### config.mk
export PLATFORM = sky130hd
export DESIGN_NAME = sts_front_flat
export DESIGN_NICKNAME = d
export VERILOG_FILES = /design/src/sts_pkg.sv /design/src/sts_in_if.sv /design/src/sts_front.sv /design/src/flat_wrapper.sv
export SDC_FILE = /design/constraint.sdc
export NUM_CORES = 1
export LEC_CHECK = 0
export BUFFER_PORTS_ARGS = -buffer_cell sky130_fd_sc_hd__buf_2
export CAP_MARGIN = 20
export CORE_MARGIN = 5
export CORE_UTILIZATION = 35
export CTS_CLUSTER_SIZE = 40
export DETAILED_ROUTE_END_ITERATION = 7
export PLACE_DENSITY = 0.65
export SLEW_MARGIN = 20
export SYNTH_ARGS = -nofsm -noshare
export SYNTH_HDL_FRONTEND = slang
export SYNTH_SLANG_ARGS = --single-unit
### constraint.sdc
create_clock -name clk -period 2.8 [get_ports clk]
set_input_delay 0.42 -clock clk [delete_from_list [all_inputs] [get_ports clk]]
set_output_delay 0.42 -clock clk [all_outputs]
set_load 0.05 [all_outputs]
### src/sts_pkg.sv
`default_nettype none
package sts_pkg;

	localparam int unsigned VALUE_W = 32;
	localparam int unsigned KIND_W = 2;
	localparam int unsigned INDEX_W = 10;

	localparam logic [KIND_W-1:0] KIND_CLEAR = 2'd0;
	localparam logic [KIND_W-1:0] KIND_APPEND = 2'd1;
	localparam logic [KIND_W-1:0] KIND_SEARCH = 2'd2;

	typedef enum logic [1:0] {
		OP_CLEAR = 2'd0,
		OP_APPEND = 2'd1,
		OP_SEARCH = 2'd2
	} op_t;

	typedef struct packed {
		op_t op;
		logic signed [VALUE_W-1:0] value;
	} cmd_t;

endpackage
`default_nettype wire

### src/sts_in_if.sv
`default_nettype none
interface sts_in_if;
	logic valid;
	logic ready;
	logic [sts_pkg::KIND_W-1:0] kind;
	logic signed [sts_pkg::VALUE_W-1:0] value;

	modport source (output valid, output kind, output value, input ready);
	modport sink (input valid, input kind, input value, output ready);
endinterface
`default_nettype wire

### src/sts_front.sv
`default_nettype none
module sts_front (
	input wire logic clk,
	input wire logic arst_n,
	sts_in_if.sink req,
	output logic cmd_valid,
	output sts_pkg::cmd_t cmd,
	input wire logic cmd_pop
);

	sts_pkg::cmd_t fifo_q [2];
	logic wr_ptr_q;
	logic rd_ptr_q;
	logic [1:0] cnt_q;
	logic push;
	logic pop;
	logic kind_ok;
	sts_pkg::cmd_t new_cmd;

	always_comb begin
		kind_ok = 1'b1;
		new_cmd.value = req.value;
		case (req.kind)
			sts_pkg::KIND_CLEAR: new_cmd.op = sts_pkg::OP_CLEAR;
			sts_pkg::KIND_APPEND: new_cmd.op = sts_pkg::OP_APPEND;
			sts_pkg::KIND_SEARCH: new_cmd.op = sts_pkg::OP_SEARCH;
			default: begin
				new_cmd.op = sts_pkg::OP_CLEAR;
				kind_ok = 1'b0;
			end
		endcase
	end

	assign req.ready = (cnt_q != 2'd2);
	assign push = req.valid && req.ready && kind_ok;
	assign pop = cmd_pop && (cnt_q != 2'd0);
	assign cmd_valid = (cnt_q != 2'd0);
	assign cmd = fifo_q[rd_ptr_q];

	always_ff @(posedge clk) begin
		if (push) begin
			fifo_q[wr_ptr_q] <= new_cmd;
		end
	end

	always_ff @(posedge clk or negedge arst_n) begin
		if (!arst_n) begin
			wr_ptr_q <= 1'b0;
			rd_ptr_q <= 1'b0;
			cnt_q <= 2'd0;
		end else begin
			if (push) begin
				wr_ptr_q <= ~wr_ptr_q;
			end
			if (pop) begin
				rd_ptr_q <= ~rd_ptr_q;
			end
			case ({push, pop})
				2'b10: cnt_q <= cnt_q + 2'd1;
				2'b01: cnt_q <= cnt_q - 2'd1;
				default: cnt_q <= cnt_q;
			endcase
		end
	end

endmodule
`default_nettype wire

### src/flat_wrapper.sv
// flat-port wrapper written by rule: the top's interface ports become plain ports
module sts_front_flat 
  (clk, arst_n, cmd_valid, cmd, cmd_pop, req_valid, req_kind, req_value, req_ready);
  sts_in_if req_i ();
  input wire logic clk;
  input wire logic arst_n;
  output logic cmd_valid;
  output sts_pkg::cmd_t cmd;
  input wire logic cmd_pop;
  input wire logic [$bits(req_i.valid)-1:0] req_valid;
  input wire logic [$bits(req_i.kind)-1:0] req_kind;
  input wire logic [$bits(req_i.value)-1:0] req_value;
  output wire logic [$bits(req_i.ready)-1:0] req_ready;
  assign req_i.valid = req_valid;
  assign req_i.kind = req_kind;
  assign req_i.value = req_value;
  assign req_ready = req_i.ready;
  sts_front u_core (.clk(clk), .arst_n(arst_n), .req(req_i), .cmd_valid(cmd_valid), .cmd(cmd), .cmd_pop(cmd_pop));
endmodule
======== Word level (Yosys, flattened, before mapping) ========
Memory sizes are Yosys's and may differ from the RTL's.
Cells that the tools add are included.
Widths: inputs -> output; s select.
word-level totals
  memories kept ........................... 1
  input port bits ......................... 38
  register bits ........................... 4
  RAM bits ................................ 68
memories
  name           depth  bits a word  rd ports  clocked after memory_dff  wr ports  line             RTL
  u_core.fifo_q  2      34           1         0                         1         sts_front.sv:11  sts_pkg::cmd_t fifo_q [2];
cells by class
  reductions and logical operators ........ 7
  muxes and demuxes ....................... 5
  bitwise operators ....................... 2
  equal/unequal tests ..................... 5
  add/subtract/negate cells ............... 2
operators with widths
  cell                 number
  $pmux 2 s2           2
  $eq 2x1->1 const B   2
  $eq 2x2->1 const B   2
  $reduce_bool 2->1    2
  $logic_and 1x1->1    3
  $mux 1               3
  $reduce_or 3->1      1
  $add 2x1->2 const B  1
  $logic_not 2->1      1
  $ne 2x2->1 const B   1
  $not 1->1            2
  $sub 2x1->2 const B  1

======== Longest topological paths before layout ========
Gate-level depths: netlist (run 1).
  word-level depth ........................ 6
  mapped depth ............................ 6

======== Least setup slack after synthesis (run 1) ========
Ideal clock, no wire load.
  kind .................................... register to register
  start point ............................. register u_core.cnt_q[0]
  end point ............................... memory u_core.fifo_q[0][0] (netlist name), enable pin
  setup slack ............................. -0.134 ns
  cell stages (with the launch flop) ...... 4
  period minus slack after synthesis ...... 2.934 ns
  arrival time ............................ 2.509 ns
  data required time ...................... 2.375 ns
  buffers on the path ..................... 0
  setup time .............................. 0.425 ns
  path through ............................ dfrtp_1 nand2b_1 nand3_2 nor2_1
between the ends
  word-level cells in the longest chain between the ends .. 5
RTL lines
  element                         line                RTL
  start: declaration              sts_front.sv:14     logic [1:0] cnt_q;
  start signal: assignment        sts_front.sv:59     2'b10: cnt_q <= cnt_q + 2'd1;
  start signal: assignment        sts_front.sv:60     2'b01: cnt_q <= cnt_q - 2'd1;
  start signal: assignment        sts_front.sv:61     default: cnt_q <= cnt_q;
  $ne 2x2->1                      sts_front.sv:34     assign req.ready = (cnt_q != 2'd2);
  via req_ready                   flat_wrapper.sv:13  output wire logic [$bits(req_i.ready)-1:0] req_ready;
  $logic_and 1x1->1 (2 in a row)  sts_front.sv:35     assign push = req.valid && req.ready && kind_ok;
  $mux 1                          sts_front.sv:41     if (push) begin
  $mux 1 (implied by the code)    sts_front.sv:42     fifo_q[wr_ptr_q] <= new_cmd;
  end: declaration                sts_front.sv:11
The timed path passes the listed nets, and every way through them passes these cells.

==> flow_metrics.py, run 1 <==
metrics = {
    "grt": {
        "overflow": 0,
        "grt_pass1_vias": 1573,
        "grt_pass1_wl_um": 7450,
        "track_usage_pct": 10.3,
        "grt_max_degree": 27,
        "antenna_found_initial": 0,
    },
    "placement": {
        "placement.io_buffers": 73,
        "gp_routability_congestion": 0.685,
        "dp_slack_ns": 0.926,
        "place_inst": 301,
        "placed_cell_area_um2": 3210,
        "dpl.hpwl_um": 3310,
    },
    "yosys": {
        "synth_warnings": 0,
        "avgSynthCellArea_um2": 21.2,
        "synth_nets": 166,
        "yosysUniqueCellTypes": 16,
        "synth_seq_cells": 72,
        "synth_cells": 127,
        "netlist_area_um2": 2690,
        "ys_seq_area_share_pct": 79.7,
    },
    "sta": {
        "hold_viol_final": 0,
        "fin_tns_setup_ns": 0,
        "slew_headroom_pct": 62.4,
        "maxSlewViolCount": 0,
        "period_minus_slack_ns": 2.20,
        "max_slew.worst_pin.slew_ns": 0.563,
        "fin_crit_sh_pct": 78.6,
        "setup_viol": 0,
        "skew_ns": 0.00476,
        "fmax_mhz": 454,
        "whs_ns": 0.274,
        "fin_ws_ns": 0.599,
        "grt_setup_unrepaired": "false",
    },
    "clocking": {
        "postCtsHoldBufs": 1,
        "clk_path_buf_depth": 2,
        "cts_htree_levels": 3,
        "cts_buffers": 9,
        "worstSkewPairLatency_ns": 0.32,
        "cts_tree": "built",
        "path_clk_slew_ns": 0.07,
        "cts_resized": 0,
        "postCtsSetupBuffers": 0,
        "root_buffer": "clkbuf_8",
        "cts.sinks": 72,
    },
    "setup_path": {
        "endpoint_kind": "output pin",
        "start_kind": "flop",
        "cp.arrival_ns": 1.78,
        "crit_required_ns": 2.38,
        "crit_fanout": 26,
        "path_class": "reg2out",
    },
    "drt": {
        "drc": 0,
        "wl_per_cell_um": 14.8,
        "detail_route.first_pass.iterations": 3,
        "ant_nets": 0,
        "via_count": 1419,
        "drt_iter0_drc": 24,
        "totalWireLength_um": 4710,
        "viasPerCell": 4.46,
    },
    "run_status": {
        "outcome": "completed",
    },
    "floorplanning": {
        "rows": 32,
        "core-area_um2": 7610,
        "die-area_um2": 9540,
        "die_y_um": 97.7,
        "start_util_pct": 35.3,
        "dieWidth_um": 97.7,
        "ioPinCount": 74,
    },
    "layout": {
        "drive_gt1_share_pct": 58.3,
        "finalNonFillerCells": 318,
        "fillers": 700,
        "syn2layout_area_growth_pct": 25.9,
        "fin_area_um2": 3380,
        "diodes": 0,
        "nNetsFinal": 250,
    },
    "power_and_ir_drop": {
        "max-vdd-ir-drop_v": 0.000652,
        "p_leak_nw": 1.25,
        "powerDensity_nw_per_um2": 1130,
    },
    "worst_hold_path": {
        "hold_class": "in2reg",
    },
    "flow_run": {
        "cap_violations": 0,
    },
}
[kinds of logic (layout without fill, tap and decap cells)]
| logic type | count (synthesis) | in the layout | synth area share (%) |
|---|---|---|---|
| AND/OR/NAND/NOR | 10 | 10 | 2.19 |
| multiplexers | 34 | 34 | 14.2 |
| XOR/XNOR | 5 | 5 | 1.63 |
| flip-flops | 72 | 72 | 79.7 |
| buffers and inverters | 5 | 94 | 1.81 |
| adder cells (fa/ha/maj) | 1 | 1 | 0.465 |
[per-stage QoR]
stage	total power, mW	utilization [%]
final	3.81	44.5
after global routing	4.01	44.5
after CTS	3.88	44.5
after detailed placement	3.20	42.2
after global placement	3.19	42.2
after floorplan	2.83	-
[placed cells by master, fill, tap and decap left out]
cell type and count:
nand3_2 1, xnor2_1 3, nor2_1 1, nor2_4 2
ha_1 1, clkbuf_8 9, clkinv_1 3, nor2b_1 2
dlygate4sd3_1 1, xor2_1 2, nand2b_1 1, nand2_1 1
dfrtp_1 4, inv_1 1, buf_2 73, mux2_2 33
clkinvlp_4 3, clkinv_2 1, and2_4 1, edfxtp_1 68
or2_1 1, buf_12 3, mux2_1 1
[power breakdown]
part / switching, mW / internal, mW
Combinational: 1.15 / 0.494
Clock: 0.354 / 0.310
Sequential: 0.0882 / 1.42
Total: 1.59 / 2.22
[cell type report]
class / instances / area [um2] / share of cell area [%]
clock buffer: 9 / 124 / 3.66
clock inverter: 7 / 38.8 / 1.15
multi-input combinational: 50 / 513 / 15.2
sequential: 72 / 2140 / 63.3
inverter: 1 / 3.75 / 0.111
timing repair buffer: 77 / 435 / 12.9
tap: 102 / 128 / 3.77
[sequential cells by signal (all words and copies together), names as in the netlist]
| signal | flops |
|---|---|
| u_core.fifo_q | 68 |
| u_core.cnt_q | 2 |
| u_core.wr_ptr_q | 1 |
| u_core.rd_ptr_q | 1 |
[worst paths after layout]
path | slack, ns | cells past startpoint | from | endpoint
max | 0.60 | 3 | u_core.rd_ptr_q | cmd[10]
min | 0.27 | 1 | req_value[0] | u_core.fifo_q[1][0]
max reg2reg | 1.01 | 4 | u_core.cnt_q[0] | u_core.fifo_q[1][5]
min reg2reg | 0.49 | 1 | u_core.cnt_q[1] | u_core.cnt_q[1]
max in group asynchronous | 2.24 | 2 | arst_n | u_core.wr_ptr_q
min in group asynchronous | 0.43 | 2 | arst_n | u_core.cnt_q[1]
[worst max-delay path: stages (launching register included)]
cell     delay (ns)
dfrtp_1        0.62
buf_12         0.26
mux2_2         0.36
buf_2          0.21
[layer usage]
metal	wire, um	track usage, %
met5	0	0
met1	2030	11.7
met2	2320	17.1
met4	21	3.19
met3	332	5.24
[cell usage after synthesis]
| cell | n | share of area (%) |
|---|---|---|
| edfxtp_1 | 68 | 76 |
| mux2_2 | 33 | 14 |
| buf_6 | 4 | 1.7 |
| dfrtp_1 | 4 | 3.7 |
| nor2_1 | 3 | 0.42 |
| xnor2_1 | 3 | 0.98 |
| nor2b_1 | 2 | 0.47 |
| xor2_1 | 2 | 0.65 |
| and2_4 | 1 | 0.33 |
| ha_1 | 1 | 0.47 |
| inv_1 | 1 | 0.14 |
| mux2_1 | 1 | 0.42 |
| nand2_1 | 1 | 0.14 |
| nand2b_1 | 1 | 0.23 |
| nand3_2 | 1 | 0.37 |
| or2_1 | 1 | 0.23 |
Note: power is estimated with default switching activity, not from simulation.
==> run 2: changes to the inputs <==
--- a/config.mk
+++ b/config.mk
@@ -5,13 +5,14 @@
 export SDC_FILE = /design/constraint.sdc
 export NUM_CORES = 1
 export LEC_CHECK = 0
+export ABC_AREA = 1
 export BUFFER_PORTS_ARGS = -buffer_cell sky130_fd_sc_hd__buf_2
 export CAP_MARGIN = 20
 export CORE_MARGIN = 5
 export CORE_UTILIZATION = 35
 export CTS_CLUSTER_SIZE = 40
 export DETAILED_ROUTE_END_ITERATION = 7
-export PLACE_DENSITY = 0.65
+export PLACE_DENSITY = 0.67
 export SLEW_MARGIN = 20
 export SYNTH_ARGS = -nofsm -noshare
 export SYNTH_HDL_FRONTEND = slang
==> constraint.sdc (replaced) <==
create_clock -name clk -period 1.8 [get_ports clk]
set_input_delay 0.27 -clock clk [delete_from_list [all_inputs] [get_ports clk]]
set_output_delay 0.27 -clock clk [all_outputs]
set_load 0.05 [all_outputs]
==> run 2 against run 1 <==
- via count rose by 21%
- final cell count grew 26%
- area after synthesis rose by 4.0%
- non-clock buffer count grew 3
- clock-buffer cell count rose by 2
- setup slack worse by 0.48 ns
- critical endpoint is now cmd[16]
- final area is 1.6% higher
- sequential power up 55%
==> flow_metrics.py, run 2 <==
metrics = {
    "power_and_ir_drop": {
        "p_leak_nw": 1.49,
        "max-vdd-ir-drop_v": 0.000961,
        "powerDensity_nw_per_um2": 1830,
    },
    "yosys": {
        "yosysUniqueCellTypes": 17,
        "ys_seq_area_share_pct": 76.6,
        "synth_seq_cells": 72,
        "synth_enable_flop_cells": 68,
        "synth_warnings": 0,
        "netlist_top_cells_area": "edfxtp_1 (73%), nand2_1 (14%), dfrtp_1 (3.6%)",
        "synth_nets": 252,
        "netlist_top_cells_count": "nand2_1 (102), edfxtp_1 (68), nand2_2 (11)",
        "synth.largest_area_cell": "edfxtp_1",
        "synth_flop_cell": "edfxtp_1",
        "synth-async-reset-ratio_pct": 5.56,
        "netlist_area_um2": 2800,
        "synth_top_area_share_pct": 73.1,
        "avgSynthCellArea_um2": 13.1,
        "synth_cells": 213,
        "yosysMostFrequentCell": "nand2_1",
    },
    "grt": {
        "track_usage_pct": 10.8,
        "grt_max_degree": 36,
        "overflow": 0,
        "antenna_found_initial": 0,
        "grt_pass1_wl_um": 8060,
        "grt_pass1_vias": 1718,
    },
    "clocking": {
        "cts.sinks": 72,
        "path_clk_slew_ns": 0.07,
        "clk_path_buf_depth": 2,
        "worstSkewPairLatency_ns": 0.33,
        "cts_buffers": 9,
        "cts_tree": "built",
        "cts_htree_levels": 3,
        "postCtsSetupBuffers": 0,
        "root_buffer": "clkbuf_8",
    },
    "setup_path": {
        "cp.arrival_ns": 1.41,
        "crit_required_ns": 1.53,
        "cp_num_buf_inv": 2,
        "slowest_delay_ns": 0.45,
        "crit_path_frequent_cell": "nand2_1",
        "crit_chain": "buf_4 -> nand2_1 -> nand2_1 -> buf_2",
        "crit_fanout": 10,
        "critPathSlowestCell": "dfrtp_2",
        "endpoint_kind": "output pin",
        "path_class": "reg2out",
        "path_delay_family": "buffers and inverters",
        "start_kind": "flop",
    },
    "flow_run": {
        "cap_violations": 0,
    },
    "sta": {
        "setup_viol": 0,
        "grt_setup_unrepaired": "false",
        "fin_crit_sh_pct": 93.6,
        "fin_ws_ns": 0.116,
        "period_minus_slack_ns": 1.68,
        "maxSlewViolCount": 0,
        "max_slew.worst_pin.slew_ns": 0.261,
        "hold_viol_final": 0,
        "slew_headroom_pct": 82.6,
        "fmax_mhz": 594,
        "skew_ns": 0.00945,
    },
    "worst_hold_path": {
        "hold_class": "in2reg",
    },
    "drt": {
        "via_count": 1710,
        "drt_iter0_drc": 69,
        "totalWireLength_um": 5100,
        "detail_route.first_pass.iterations": 4,
        "wl_per_cell_um": 12.7,
        "drc": 0,
        "ant_nets": 0,
        "viasPerCell": 4.25,
    },
    "placement": {
        "dp_slack_ns": 0.355,
        "dpl.hpwl_um": 3500,
        "place_inst": 387,
        "gp_routability_congestion": 0.693,
        "placement.io_buffers": 73,
    },
    "floorplanning": {
        "core-area_um2": 7770,
        "die-area_um2": 9870,
        "start_util_pct": 36.0,
        "rows": 32,
        "ioPinCount": 74,
        "die_y_um": 99.4,
        "dieWidth_um": 99.4,
    },
    "layout": {
        "top_regs": "u_core.fifo_q (68), u_core.cnt_q (2)",
        "finalNonFillerCells": 402,
        "layout_commonest_cell": "nand2_1",
        "diodes": 0,
        "finish.utilization_pct": 44.3,
        "layout_common_cells": "nand2_1 (102), buf_2 (73), edfxtp_1 (68)",
        "syn2layout_area_growth_pct": 23.1,
        "nNetsFinal": 336,
        "regMostFlops": "u_core.fifo_q",
        "largest_reg_flops": 68,
        "drive_gt1_share_pct": 35.3,
        "fillers": 734,
    },
    "run_status": {
        "outcome": "completed",
    },
}
[run 2: path summary, 6_finish.rpt]
path | start | depth (start not counted) | end | slack (ns)
worst min-delay path | req_value[18] | 1 | u_core.fifo_q[0][18] | 0.13
worst max-delay path | u_core.rd_ptr_q | 4 | cmd[16] | 0.12
worst min register to register | u_core.wr_ptr_q | 2 | u_core.wr_ptr_q | 0.48
worst max register to register | u_core.cnt_q[1] | 9 | u_core.cnt_q[1] | 0.41
min in group asynchronous | arst_n | 2 | u_core.cnt_q[1] | 0.27
max in group asynchronous | arst_n | 2 | u_core.rd_ptr_q | 1.38
[run 2: kinds of logic (layout without fill, tap and decap cells)]
family | count (synthesis) | count (layout) | synth area share (%)
xor gates and xnor gates | 1 | 1 | 0.313
adders and majority gates | 1 | 1 | 0.448
buffers and inverters | 17 | 104 | 4.48
DFF | 72 | 72 | 76.6
and+or+nand+nor | 122 | 122 | 18.1
[run 2: worst register-to-register path: stages (launching register included)]
cell and delay, ns:
dfrtp_1 0.42, inv_1 0.10, nand2_2 0.07, nand2_1 0.08
inv_1 0.04, ha_1 0.31, inv_1 0.09, nand3_1 0.07
nand2_1 0.06, nand2_1 0.05
[run 2: timing repair]
item | 4_1_cts | 5_1_grt
setup endpoints to repair | 2 | 19
hold endpoints to repair | 4 | 0
gates resized for setup | 1 | 2
hold buffers | 1 | 0
[run 2: cell type report]
type	count	area (um2)	area share (%)
inverter	10	53.8	1.56
clock inverter	3	11.3	0.327
clock buffer	11	131	3.82
sequential	72	2140	62.3
multi-input combinational	124	536	15.6
tap	102	128	3.71
timing repair buffer	80	437	12.7
[run 2: power by group]
group	internal, mW	switching, mW	leakage [nW]	total (mW)
clock	0.471	0.492	0.0718	0.963
sequential	2.20	0.122	0.675	2.32
combinational	0.647	2.35	0.746	2.99
[run 2: stage by stage]
stage | cell area (um2) | hold slack [ns] | TNS (ns) | total power, mW
final | 3440 | 0.126 | 0 | 6.28
after detailed placement | 3280 | 0.0900 | 0 | 5.39
after global routing | 3440 | 0.104 | 0 | 6.65
after CTS | 3430 | 0.101 | -0.00788 | 6.38
after floorplan | 2810 | -0.0256 | 0 | 4.77
after global placement | 3280 | 0.0871 | 0 | 5.35
[run 2: per-layer routing]
| layer | share of wire (%) | track usage [%] | routed length [um] | vias up |
|---|---|---|---|---|
| li1 | - | - | - | 871 |
| met1 | 39 | 11.2 | 1990 | 785 |
| met2 | 53 | 19.1 | 2690 | 48 |
| met3 | 7.0 | 4.07 | 358 | 6 |
| met4 | 1.4 | 5.36 | 69 | 0 |
| met5 | 0 | 0 | 0 | - |
==> run 3: changes to the inputs <==
==> constraint.sdc (replaced) <==
create_clock -name clk -period 1.8 [get_ports clk]
set_input_delay 0.09 -clock clk [delete_from_list [all_inputs] [get_ports clk]]
set_output_delay 0.09 -clock clk [all_outputs]
set_load 0.05 [all_outputs]
==> run 3 against run 2 <==
- sequential share of layout area down 6.3 points
- via count up 8.4%
- core utilization up 5.0 points
- total power up 6.8%
- register-to-register slack worse by 0.03 ns
- critical path type unchanged
- critical endpoint is now cmd[30]
- sequential power about the same
- routed wire length up 8.5%
- largest power group unchanged
- fmax up 4.2%
- clock-buffer cell count down 2
- final cell count up 8.7%
- die area unchanged
==> flow_metrics.py, run 3 (synthesis results as in run 2) <==
metrics = {
    "run_status": {
        "outcome": "completed",
    },
    "layout": {
        "largest_reg_flops": 68,
        "finish.utilization_pct": 49.3,
        "fin_area_um2": 3830,
        "regMostFlops": "u_core.fifo_q",
        "diodes": 0,
        "layout_common_cells": "nand2_1 (102), buf_2 (73), edfxtp_1 (68)",
        "syn2layout_area_growth_pct": 36.9,
        "nNetsFinal": 369,
        "fillers": 720,
        "finalNonFillerCells": 437,
        "drive_gt1_share_pct": 33.7,
        "layout_commonest_cell": "nand2_1",
        "top_regs": "u_core.fifo_q (68), u_core.cnt_q (2)",
    },
    "floorplanning": {
        "dieWidth_um": 99.4,
        "die_y_um": 99.4,
        "ioPinCount": 74,
        "start_util_pct": 36.0,
        "die-area_um2": 9870,
        "core-area_um2": 7770,
        "rows": 32,
    },
    "setup_path": {
        "crit_chain": "buf_4 -> nand2_1 -> nand2_1 -> buf_2",
        "start_kind": "flop",
        "crit_fanout": 14,
        "rr_worst_depth": 9,
        "cp.arrival_ns": 1.53,
        "path_class": "reg2out",
        "r2r-start": "u_core.cnt_q[0]",
        "endpoint_kind": "output pin",
        "r2r_slack_ns": 0.38,
        "crit_path_frequent_cell": "nand2_1",
        "r2r_end": "u_core.cnt_q[1]",
        "critPathSlowestCell": "dfrtp_2",
        "crit_required_ns": 1.71,
        "slowest_delay_ns": 0.54,
    },
    "flow_run": {
        "cap_violations": 0,
    },
    "worst_hold_path": {
        "min_to": "u_core.fifo_q[0][33]",
        "hold_start": "req_kind[0]",
        "hold_class": "in2reg",
        "worstHoldPathCells": 2,
    },
    "placement": {
        "dpl.hpwl_um": 3660,
        "gp_routability_congestion": 0.696,
        "dp_slack_ns": 0.355,
        "place_inst": 387,
        "placement.io_buffers": 73,
        "placed_cell_area_um2": 3260,
    },
    "grt": {
        "track_usage_pct": 11.8,
        "antenna_found_initial": 0,
        "overflow": 0,
        "grt_pass1_vias": 1916,
        "grt_max_degree": 36,
        "grt_pass1_wl_um": 8840,
    },
    "clocking": {
        "cts.sinks": 72,
        "cts_htree_levels": 3,
        "cts_buffers": 9,
        "clk_path_buf_depth": 2,
        "root_buffer": "clkbuf_8",
        "worstSkewPairLatency_ns": 0.34,
        "cts_tree": "built",
        "path_clk_slew_ns": 0.08,
    },
    "power_and_ir_drop": {
        "p_switching_mw": 3.07,
        "pwr-share-seq_pct": 35.0,
        "powerDensity_nw_per_um2": 1750,
        "p_int_mw": 3.64,
        "comb_power_share_pct": 44.5,
        "pwr-share-clk_pct": 20.6,
        "max-vdd-ir-drop_v": 0.000803,
        "p_leak_nw": 1.66,
        "p_sw_share_pct": 45.7,
        "total_power_mw": 6.71,
    },
    "drt": {
        "drc": 0,
        "totalWireLength_um": 5540,
        "ant_nets": 0,
        "wl_per_cell_um": 12.7,
        "viasPerCell": 4.24,
        "drt_iter0_drc": 61,
        "via_count": 1853,
        "detail_route.first_pass.iterations": 4,
    },
    "sta": {
        "hold_viol_final": 0,
        "slew_headroom_pct": 81.1,
        "setup_viol": 0,
        "fin_tns_setup_ns": 0,
        "maxSlewViolCount": 0,
        "skew_ns": 0.00728,
        "whs_ns": 0.0621,
        "fmax_mhz": 619,
        "period_minus_slack_ns": 1.62,
        "grt_setup_unrepaired": "false",
        "max_slew.worst_pin.slew_ns": 0.284,
        "fin_crit_sh_pct": 89.8,
        "fin_ws_ns": 0.184,
    },
}
-- run 3: layout make-up --
type | instances | area (um2) | share of cell area, %
timing repair buffer | 113 | 751 | 19.6
inverter | 10 | 48.8 | 1.28
clock inverter | 7 | 96.3 | 2.52
clock buffer | 9 | 124 | 3.24
multi-input combinational | 124 | 536 | 14.0
tap | 102 | 128 | 3.34
sequential | 72 | 2140 | 56.0
-- run 3: layer usage --
layer / vias to the layer above / GRT usage, % / part of all wire (%)
met3: 11 / 3.72 / 6.0
met2: 53 / 19.8 / 50
met5: - / 0 / 0
met4: 0 / 5.67 / 1.7
li1: 943 / - / -
met1: 846 / 13.6 / 42
-- run 3: how the worst max path moves through the flow --
stage                               start             endpoint  slack, ns  cells after the start
after global routing      u_core.rd_ptr_q               cmd[9]       0.04                      4
after floorplan           u_core.cnt_q[0]  u_core.fifo_q[1][0]       0.14                      4
final                     u_core.rd_ptr_q              cmd[30]       0.18                      4
after detailed placement  u_core.rd_ptr_q               cmd[4]       0.36                      4
after global placement    u_core.rd_ptr_q               cmd[4]       0.36                      4
after CTS                 u_core.rd_ptr_q              cmd[16]       0.12                      4
-- run 3: timing repair --
| action | in CTS | in global routing |
|---|---|---|
| setup endpoints to repair | 25 | 0 |
| gates resized for setup | 1 | 0 |
| hold endpoints to repair | 69 | 0 |
| hold buffers | 34 | 0 |
| setup buffers | 0 | 0 |
-- run 3: power by group through the flow --
stage	clock network (mW)	logic (mW)	registers (mW)
floorplan	0	2.45	2.32
global placement	0	2.96	2.37
detailed placement	0	2.98	2.38
CTS	1.42	3.05	2.35
global route	1.48	3.24	2.38
finish	1.38	2.98	2.35
-- run 3: critical path, delay by kind of cell, from the launching register on --
| kind | cells | cell delay (ns) |
|---|---|---|
| simple gates | 2 | 0.14 |
| buf+inv | 2 | 0.52 |
| flops | 1 | 0.54 |
